==> config.mk <==
export PLATFORM = sky130hd
export DESIGN_NAME = dmkv_ctrl
export DESIGN_NICKNAME = d
export VERILOG_FILES = /design/src/rtl/core/dmkv_pkg.sv /design/src/rtl/core/dmkv_ctrl.sv
export SDC_FILE = /design/constraint.sdc
export NUM_CORES = 1
export LEC_CHECK = 0
export BUFFER_PORTS_ARGS = -buffer_cell sky130_fd_sc_hd__clkbuf_2
export CAP_MARGIN = 15
export CORE_AREA = 8 8 45 47
export DETAILED_ROUTE_END_ITERATION = 8
export DIE_AREA = 0 0 53 55
export PLACE_DENSITY = 0.59
export SYNTH_ARGS = -nofsm -noshare
export SYNTH_HDL_FRONTEND = slang
export SYNTH_SLANG_ARGS = --single-unit
==> constraint.sdc <==
create_clock -name clk -period 1.1 [get_ports clk]
set_clock_uncertainty 0.1 [all_clocks]
set_input_delay 0 -clock clk [delete_from_list [all_inputs] [get_ports clk]]
set_output_delay 0 -clock clk [all_outputs]
set_load 0.1 [all_outputs]
==> src/rtl/core/dmkv_pkg.sv <==
// ----------------------------------------------------------------------------
// dmkv_pkg
// shared types and constants of the direct-mapped key/value cache
// ----------------------------------------------------------------------------
package dmkv_pkg;

  localparam int KEY_W       = 64;
  localparam int DATA_W      = 64;
  localparam int CNT_W       = 64;
  localparam int TYPE_W      = 3;
  localparam int PCT_W       = 7;
  localparam int EPOCH_W     = 8;
  localparam int DIV_CNT_W   = $clog2(KEY_W);
  localparam int PERCENT_SCALE = 100;

  // request codes, six and seven mean nothing
  typedef enum logic [TYPE_W-1:0] {
    REQ_INSERT     = 3'd0,
    REQ_LOOKUP     = 3'd1,
    REQ_INVALIDATE = 3'd2,
    REQ_CLEAR      = 3'd3,
    REQ_STATS_RD   = 3'd4,
    REQ_STATS_CLR  = 3'd5
  } req_type_t;

  localparam logic STATUS_ACK  = 1'b0;
  localparam logic STATUS_MISS = 1'b1;

  // controller to datapath
  typedef struct packed {
    logic load;
    logic ram_rd;
    logic div_start;
    logic commit;
    logic sweep;
  } dmkv_cmd_t;

  // datapath to controller
  typedef struct packed {
    logic              mod_done;
    logic              div_done;
    logic              epoch_wrap;
    logic              sweep_last;
    logic              out_free;
    logic [TYPE_W-1:0] req_type;
  } dmkv_status_t;

endpackage

==> src/rtl/core/dmkv_ctrl.sv <==
// ----------------------------------------------------------------------------
// dmkv_ctrl
// request sequencer: accept, index, read or divide, execute, sweep
// ----------------------------------------------------------------------------
module dmkv_ctrl
  import dmkv_pkg::*;
(
  input  logic         clk,
  input  logic         rst_n,
  input  logic         in_valid,
  output logic         in_ready,
  input  dmkv_status_t stat,
  output dmkv_cmd_t    cmd
);

  typedef enum logic [2:0] {
    ST_SWEEP,
    ST_IDLE,
    ST_IDX,
    ST_DIV,
    ST_EX
  } state_t;

  state_t state_r, state_nxt;
  logic   in_ready_r;

  always_comb begin
    state_nxt = state_r;
    cmd       = '0;
    case (state_r)
      ST_SWEEP: begin
        cmd.sweep = 1'b1;
        if (stat.sweep_last) begin
          state_nxt = ST_IDLE;
        end
      end
      ST_IDLE: begin
        if (in_valid) begin
          cmd.load  = 1'b1;
          state_nxt = ST_IDX;
        end
      end
      ST_IDX: begin
        if (stat.mod_done) begin
          if (stat.req_type == REQ_STATS_RD) begin
            cmd.div_start = 1'b1;
            state_nxt     = ST_DIV;
          end else begin
            cmd.ram_rd = 1'b1;
            state_nxt  = ST_EX;
          end
        end
      end
      ST_DIV: begin
        if (stat.div_done) begin
          state_nxt = ST_EX;
        end
      end
      ST_EX: begin
        if (stat.out_free) begin
          cmd.commit = 1'b1;
          if (stat.req_type == REQ_CLEAR && stat.epoch_wrap) begin
            state_nxt = ST_SWEEP;
          end else begin
            state_nxt = ST_IDLE;
          end
        end
      end
      default: begin
        state_nxt = ST_SWEEP;
      end
    endcase
  end

  always_ff @(posedge clk) begin
    if (!rst_n) begin
      state_r    <= ST_SWEEP;
      in_ready_r <= 1'b0;
    end else begin
      state_r    <= state_nxt;
      in_ready_r <= (state_nxt == ST_IDLE);
    end
  end

  assign in_ready = in_ready_r;

  a_ready_only_idle: assert property (@(posedge clk) disable iff (!rst_n)
    in_ready_r |-> state_r == ST_IDLE)
    else $error("ready outside idle");

  a_load_to_idx: assert property (@(posedge clk) disable iff (!rst_n)
    cmd.load |=> state_r == ST_IDX)
    else $error("accepted request not indexed");

  a_ex_leaves: assert property (@(posedge clk) disable iff (!rst_n)
    (state_r == ST_EX && stat.out_free) |=> state_r != ST_EX)
    else $error("execute repeated");

endmodule

==> qor.csv, run 1 <==
stage,metric,value,unit
routing,post_drt_wl_per_cell,13.9,um
setup_path,reg2reg_slack,-0.17,ns
routing,drtIter0Drc,4,
die,core-area,1380,um2
synth,avgSynthCellArea,8.39,um2
clock_tree,root_buffer,clkbuf_4,
final_layout,area_delta_synth_final,165,%
status,violations,setup timing,
global_routing,antenna_found_initial,0,
placed_design,io_buffers,16,
routing,route.detailed.drc,0,
sta,slew_headroom,0.727,
synth,synth_nets,48,
pwr,peakVddDrop,0.000369,V
die,start_util,0.224,
pwr,total_power,718,uW
sta,rsz0062_at_grt,yes,
synth,synth.cell_area,310,um2
setup_path,cp.required,1.00,ns
final_layout,multi_input_area,308,um2
min_path,hold_depth,3,
sta,period_share,1.24,
final_layout,seq_area,91.3,um2
global_routing,grt.overflow.total,0,
synth,synth_edf_count,0,
global_routing,grt_util_all_layers,0.0928,
sta,finalSetupTns,-1.60,ns
sta,worst_slack,-0.261,ns
clock_tree,cts_buffers,3,
setup_path,start_kind,flop,
pwr,p_per_area,872,nW/um2
routing,vias_per_cell,4.90,
die,io-pin-count,17,
synth,ys_seq_area_frac,0.258,
placed_design,globalplace.congestion,0.802,
sta,setup_viol,9,
job,cap_violations,0,
final_layout,fill_cells,107,
synth,async_reset_ff_frac,0,
setup_path,endpoint_kind,output port,
sta,max_freq,735,MHz
routing,drtPass1Iterations,4,
global_routing,grt_pass1_vias,457,
final_layout,drive_above_1_share,0.743,
die,die_h,55,um
pwr,p_leak,0.331,nW
die,die_area,2920,um2
final_layout,nets,87,
sta,worstMarginPinSlew,0.409,ns
setup_path,critPathKind,flop to output port,
synth,yosysWarnings,0,
synth,synth_cell_type_count,24,
setup_path,cp.arrival,1.26,ns
min_path,hp-class,primary input to flop,
clock_tree,cts_sinks,4,
setup_path,path_max_fanout,5,
die,die_w,53,um
routing,ant_nets,0,
routing,vias,441,
global_routing,grt_max_degree,7,
status,status,finished with violations,
global_routing,grt_pass1_wl,1950,um
sta,period_minus_slack,1.36,ns
synth,synthesis.instances,37,
clock_tree,h-tree-depth,1,
clock_tree,path_clk_slew,0.04,ns
sta,drv_slew,0,
setup_path,ff2ff_path_depth,5,
placed_design,hpwl,820,um
die,rows,14,
clock_tree,clock_path_buffers,2,
final_layout,final_cell_mix,"clkbuf_2, buf_4, buf_12, buf_6",
clock_tree,clock_latency,0.25,ns
clock_tree,cts_tree,built,
sta,hold_viol,0,
final_layout,final_util,0.595,
routing,drt-total-wl,1250,um
final_layout,antennaDiodeCount,0,
placed_design,dp.cells,75,
synth,ys.flop_type,dfxtp_1,
synth,synth-seq-cells,4,
final_layout,final_cells,90,
==> timing repair <==
item / in CTS / in global routing
pin swaps: 11 / 7
setup buffers: 6 / 3
setup endpoints to repair: 9 / 9
gates cloned: 0 / 0
resized for setup: 15 / 8
hold buffers: 3 / 0
endpoints found under the hold margin: 4 / 0
==> worst paths after layout <==
check,from,to
setup / recovery,state_r[1],cmd[0]
hold / removal,stat[3],state_r[2]
setup reg to reg,state_r[2],state_r[0]
hold reg to reg,state_r[2],state_r[1]
==> flip-flops by register name, summed over array words and instances (netlist names) <==
| signal | count |
|---|---|
| state_r | 3 |
| in_ready | 1 |
==> through the flow <==
stage | area, um2 | setup slack (ns) | hold slack (ns)
after CTS | 767 | -0.258 | 0.00243
after global routing | 823 | -0.295 | 0.0240
after floorplan | 370 | -0.553 | 0.0744
final | 823 | -0.261 | 0.0314
after global placement | 598 | -0.0848 | 0.189
after detailed placement | 598 | -0.0943 | 0.200
==> critical path: stages, from the launching register on <==
cell and delay, ns:
dfxtp_4 0.35, buf_6 0.13, buf_12 0.12, nor3_4 0.21, buf_12 0.20
==> where the power goes <==
group          switching (mW)  total, mW  leakage, nW  internal (mW)
Combinational           0.188      0.355        0.282          0.167
Clock                  0.0713      0.194       0.0138          0.123
Sequential             0.0145      0.169       0.0350          0.154
Total                   0.274      0.718        0.331          0.445
==> layer usage <==
metal / up-vias / part of all wire / GRT usage
met5: - / 0 / 0
met4: 0 / 0.034 / 0.0690
met3: 5 / 0.058 / 0.0187
met2: 19 / 0.53 / 0.168
met1: 199 / 0.38 / 0.0926
li1: 218 / - / -
==> layout make-up <==
| class | instances | area share |
|---|---|---|
| multi-input combinational | 29 | 0.374 |
| timing repair buffer | 37 | 0.454 |
| clock buffer | 3 | 0.0274 |
| inverter | 1 | 0.00912 |
| sequential | 4 | 0.111 |
| tap | 16 | 0.0243 |
==> cells by family (layout without fill, tap and decap cells) <==
logic type             after synthesis  count (layout)  share of synthesized area
AOI/OAI and AO/OA                    8               8                      0.169
buffers and inverters                4              41                     0.0685
DFF                                  4               4                      0.258
and+or+nand+nor                     21              21                      0.504
==> cell usage after synthesis, types with 2 or more instances <==
library cell  count  area, um2
nor2_1            3       11.3
a21oi_2           2       17.5
or3b_1            2       17.5
nand3b_1          2       15.0
dfxtp_1           4       80.1
buf_2             2       10.0
nand4b_1          2       17.5
a31oi_1           2       12.5
nor2b_1           2       12.5
nand2_1           2       7.51
Note: power is estimated with default switching activity, not from simulation.
==> inputs of run 2 (changes only) <==
- HOLD_SLACK_MARGIN: default -> 0.05
==> qor.csv, run 2 (synthesis gave the netlist of run 1 again) <==
stage,metric,value,unit,change
final_layout,largest_reg_flops,3,,unchanged
placed_design,hpwl,820,um,unchanged
global_routing,antenna_found_initial,0,,unchanged
sta,hold_viol,0,,unchanged
min_path,hold_depth,4,,+1
die,die_area,2920,um2,unchanged
sta,period_share,1.25,,+0.0132
pwr,pwr-share-comb,0.500,,+0.006
pwr,total_power,728,uW,+1.4%
sta,period_minus_slack,1.38,ns,+0.0145 ns
final_layout,area_delta_synth_final,168,%,
final_layout,postLayoutCellArea,831,um2,+0.91%
sta,worst_slack,-0.276,ns,-0.0145 ns
pwr,p_leak,0.335,nW,+1.3%
sta,setup_viol,9,,unchanged
setup_path,start_kind,flop,,
clock_tree,cts_buffers,3,,unchanged
sta,drv_slew,0,,unchanged
status,status,finished with violations,,
pwr,p_clk_frac,0.267,,-0.003
die,die_w,53,um,unchanged
final_layout,seq_area,91.3,um2,unchanged
die,start_util,0.224,,unchanged
sta,whs,0.0753,ns,+0.0439 ns
setup_path,reg2reg_from,state_r[2],,
min_path,min_from,in_valid,,
clock_tree,h-tree-depth,1,,unchanged
final_layout,fill_cells,106,,-0.93%
clock_tree,cts_sinks,4,,unchanged
pwr,switchingPower,277,uW,+1.2%
placed_design,io_buffers,16,,unchanged
routing,ant_nets,0,,unchanged
pwr,peakVddDrop,0.000371,V,+0.51%
routing,drtPass1Iterations,2,,-2
final_layout,top_register,state_r,,
final_layout,final_cells,91,,+1.1%
global_routing,grt_util_all_layers,0.0928,,unchanged
routing,post_drt_wl_per_cell,14.6,um,+5.3%
sta,slew_headroom,0.727,,about the same
global_routing,grt_pass1_vias,457,,unchanged
routing,drt-total-wl,1330,um,+6.5%
final_layout,nets,88,,+1.1%
global_routing,grt.overflow.total,0,,unchanged
final_layout,multi_input_area,308,um2,unchanged
job,cap_violations,0,,unchanged
placed_design,placed_cell_area,598,um2,unchanged
clock_tree,root_buffer,clkbuf_4,,
final_layout,drive_above_1_share,0.747,,+0.00342
placed_design,dp.cells,75,,unchanged
status,violations,setup timing,,
pwr,seq_power_share,0.233,,-0.002
routing,vias,452,,+2.5%
setup_path,critPathKind,flop to output port,,
placed_design,pre_cts_ws,-0.0943,ns,unchanged
pwr,switching_share,0.380,,-0.000612
routing,drtIter0Drc,5,,+1
global_routing,grt_pass1_wl,1950,um,unchanged
min_path,hp-class,primary input to flop,,
sta,max_freq,727,MHz,-1.1%
final_layout,final_cell_mix,"buf_4, clkbuf_2, buf_12, buf_6",,
setup_path,path_max_fanout,4,,-1
die,core-area,1380,um2,unchanged
final_layout,final_util,0.600,,+0.00542
sta,rsz0062_at_grt,yes,,
final_layout,layout_commonest_cell,buf_4,,
global_routing,grt_max_degree,7,,unchanged
setup_path,reg2reg_slack,-0.17,ns,about the same
die,rows,14,,unchanged
min_path,holdPathEnd,state_r[1],,
clock_tree,cts_tree,built,,
clock_tree,path_clk_slew,0.04,ns,about the same
sta,finalSetupTns,-1.65,ns,-0.0528 ns
routing,vias_per_cell,4.97,,+1.4%
routing,route.detailed.drc,0,,unchanged
placed_design,globalplace.congestion,0.802,,unchanged
setup_path,cp.required,1.00,ns,about the same
setup_path,cp.arrival,1.28,ns,+0.02 ns
die,io-pin-count,17,,unchanged
clock_tree,clock_path_buffers,2,,unchanged
die,die_h,55,um,unchanged
setup_path,ff2ff_path_depth,5,,unchanged
final_layout,antennaDiodeCount,0,,unchanged
pwr,p_per_area,876,nW/um2,+0.47%
setup_path,endpoint_kind,output port,,
pwr,p_int,451,uW,+1.5%
setup_path,r2r-end,state_r[0],,
sta,worstMarginPinSlew,0.408,ns,-0.000589 ns
clock_tree,clock_latency,0.25,ns,about the same
-- run 2: cell types whose count changed in the layout (fill, tap and decap cells not counted), sizes merged --
cell	delta
buf	+1
-- run 2: worst max path at each step --
stage,endpoint,slack (ns),from
detailed placement,state_r[1],-0.09,state_r[1]
floorplan,cmd[4],-0.55,state_r[2]
global placement,state_r[1],-0.08,state_r[0]
global route,cmd[4],-0.30,state_r[2]
CTS,cmd[4],-0.26,state_r[1]
finish,cmd[4],-0.28,state_r[2]
-- run 2: critical path: stages, from the launching register on --
cell	delay [ns]
dfxtp_4	0.35
buf_6	0.13
nor4bb_4	0.34
buf_12	0.22
-- run 2: final cells by class --
| cell class | count | share of cell area |
|---|---|---|
| inverters | 1 | 0.00904 |
| well taps | 16 | 0.0241 |
| clock buffers | 3 | 0.0271 |
| multi-input cells | 29 | 0.370 |
| flip-flops and latches | 4 | 0.110 |
| repair buffers | 38 | 0.459 |
-- run 2: layer usage --
metal  up-vias  GRT usage  share of wire
met4         0     0.0690          0.034
met2        17      0.168           0.54
li1        221          -              -
met3         5     0.0187          0.051
met1       209     0.0926           0.38
met5         -          0              0
-- run 2: power groups by stage --
stage,sequential (mW),clock [mW],combinational [mW]
floorplan,0.190,0,0.159
global placement,0.171,0,0.285
detailed placement,0.171,0,0.288
CTS,0.169,0.194,0.334
global route,0.171,0.203,0.379
finish,0.169,0.194,0.364
-- run 2: repair_timing --
item	in CTS	in global routing
setup buffers	6	4
hold endpoints to repair	4	0
gates resized for setup	15	8
hold buffers	3	0
endpoints found under the setup margin	9	9
pin swaps	11	9
==> inputs of run 3 (changes only) <==
- RECOVER_POWER: default -> 25
==> qor.csv, run 3 (synthesis gave the netlist of run 1 again) <==
stage,metric,value,unit,change
status,status,finished with violations,,
status,violations,setup timing,,
clock_tree,cts_sinks,4,,unchanged
setup_path,crit_slowest_cell,dfxtp_4,,
sta,worstMarginPinSlew,0.408,ns,unchanged
final_layout,layout_commonest_cell,buf_4,,
sta,period_minus_slack,1.38,ns,unchanged
die,rows,14,,unchanged
sta,max_freq,727,MHz,unchanged
final_layout,drive_above_1_share,0.747,,unchanged
setup_path,path_max_fanout,4,,unchanged
sta,hold_viol,0,,unchanged
routing,route.detailed.drc,0,,unchanged
min_path,hp-class,primary input to flop,,
final_layout,largest_reg_flops,3,,unchanged
clock_tree,h-tree-depth,1,,unchanged
final_layout,final_util,0.591,,-0.00904
routing,drt-total-wl,1330,um,-0.15%
global_routing,grt_util_all_layers,0.0928,,unchanged
pwr,p_per_area,876,nW/um2,-0.10%
routing,vias,452,,unchanged
die,io-pin-count,17,,unchanged
clock_tree,cts_buffers,3,,unchanged
die,start_util,0.224,,unchanged
pwr,peakVddDrop,0.000371,V,about the same
final_layout,area_delta_synth_final,164,%,
placed_design,globalplace.congestion,0.802,,unchanged
setup_path,endpoint_kind,output port,,
setup_path,ff2ff_path_depth,5,,unchanged
clock_tree,cts_tree,built,,
placed_design,hpwl,820,um,unchanged
routing,drtIter0Drc,5,,unchanged
global_routing,grt_pass1_vias,457,,unchanged
routing,drtPass1Iterations,2,,unchanged
sta,setup_viol,9,,unchanged
job,cap_violations,0,,unchanged
setup_path,path_cells,"buf_6, nor4bb_4, buf_12",,
clock_tree,root_buffer,clkbuf_4,,
global_routing,grt.overflow.total,0,,unchanged
routing,ant_nets,0,,unchanged
setup_path,critPathKind,flop to output port,,
global_routing,grt_max_degree,7,,unchanged
setup_path,reg2reg_from,state_r[2],,
global_routing,grt_pass1_wl,1950,um,unchanged
setup_path,cp.arrival,1.28,ns,about the same
clock_tree,clock_path_buffers,2,,unchanged
final_layout,top_register,state_r,,
setup_path,r2r-end,state_r[0],,
setup_path,cp.required,1.00,ns,about the same
sta,rsz0062_at_grt,yes,,
setup_path,timing.critical_path.from,state_r[2],,
placed_design,io_buffers,16,,unchanged
global_routing,antenna_found_initial,0,,unchanged
sta,period_share,1.25,,unchanged
sta,worst_slack,-0.276,ns,unchanged
die,die_w,53,um,unchanged
die,core-area,1380,um2,unchanged
setup_path,start_kind,flop,,
final_layout,final_cell_mix,"buf_4, clkbuf_2, buf_6",,
setup_path,reg2reg_slack,-0.17,ns,about the same
clock_tree,path_clk_slew,0.04,ns,about the same
routing,vias_per_cell,4.97,,unchanged
die,die_h,55,um,unchanged
sta,slew_headroom,0.727,,unchanged
routing,post_drt_wl_per_cell,14.6,um,-0.15%
setup_path,endpoint,cmd[4],,
final_layout,nets,88,,unchanged
die,die_area,2920,um2,unchanged
clock_tree,clock_latency,0.25,ns,about the same
final_layout,antennaDiodeCount,0,,unchanged
sta,finalSetupTns,-1.65,ns,unchanged
pwr,p_leak,0.331,nW,-1.2%
setup_path,max_stage_delay,0.35,ns,about the same
sta,drv_slew,0,,unchanged
[run 3: cell types whose count changed in the layout (fill, tap and decap cells not counted), sizes merged]
cell    delta
buf        -1
clkbuf     +1
[run 3: worst min path at each step]
| stage | startpoint | endpoint | slack (ns) | depth (start not counted) |
|---|---|---|---|---|
| final | in_valid | state_r[1] | 0.08 | 4 |
| after detailed placement | rst_n | state_r[1] | 0.20 | 3 |
| after global routing | in_valid | state_r[1] | 0.10 | 4 |
| after floorplan | stat[3] | in_ready | 0.07 | 2 |
| after CTS | in_valid | state_r[1] | 0.07 | 4 |
| after global placement | stat[6] | state_r[2] | 0.19 | 3 |
[run 3: what timing repair did]
action / 4_1_cts / 5_1_grt
buffers inserted: 6 / 4
endpoints found under the hold margin: 4 / 0
gates resized for setup: 15 / 8
cloned: 0 / 0
hold buffers: 3 / 0
setup endpoints to repair: 9 / 9
pin swaps: 11 / 9
[run 3: cell type report]
class / instances / area, um2
fillers: 108 / 566
well taps: 16 / 20.0
inverters: 1 / 7.51
repair buffers: 38 / 369
multi-input cells: 29 / 308
clock buffers: 3 / 22.5
flip-flops and latches: 4 / 91.3
[run 3: per-layer routing]
layer,up-vias,share of wire,wire length [um],GRT usage
met1,209,0.38,498,0.0926
met3,5,0.051,68,0.0187
met2,17,0.54,714,0.168
met4,0,0.034,45,0.0690
li1,221,-,-,-
met5,-,0,0,0
[run 3: where the power goes]
group	switching, mW	internal (mW)	leakage, nW	total [mW]
Clock	0.0716	0.123	0.0138	0.194
Sequential	0.0129	0.154	0.0350	0.167
Combinational	0.190	0.164	0.282	0.355
[run 3: worst max-delay path: cells and delay by family (launching register included)]
kind | cells | cell delay [ns]
buffers and inverters | 2 | 0.35
DFF | 1 | 0.35
and+or+nand+nor | 1 | 0.34
[run 3: metrics by stage]
step	setup slack [ns]	std cells	power, mW	area (um2)	hold slack [ns]
detailed placement	-0.0943	75	0.459	598	0.200
global route	-0.305	91	0.741	818	0.103
floorplan	-0.553	37	0.349	370	0.0744
global placement	-0.0848	75	0.456	598	0.189
finish	-0.276	91	0.716	818	0.0753
CTS	-0.258	87	0.698	767	0.0738
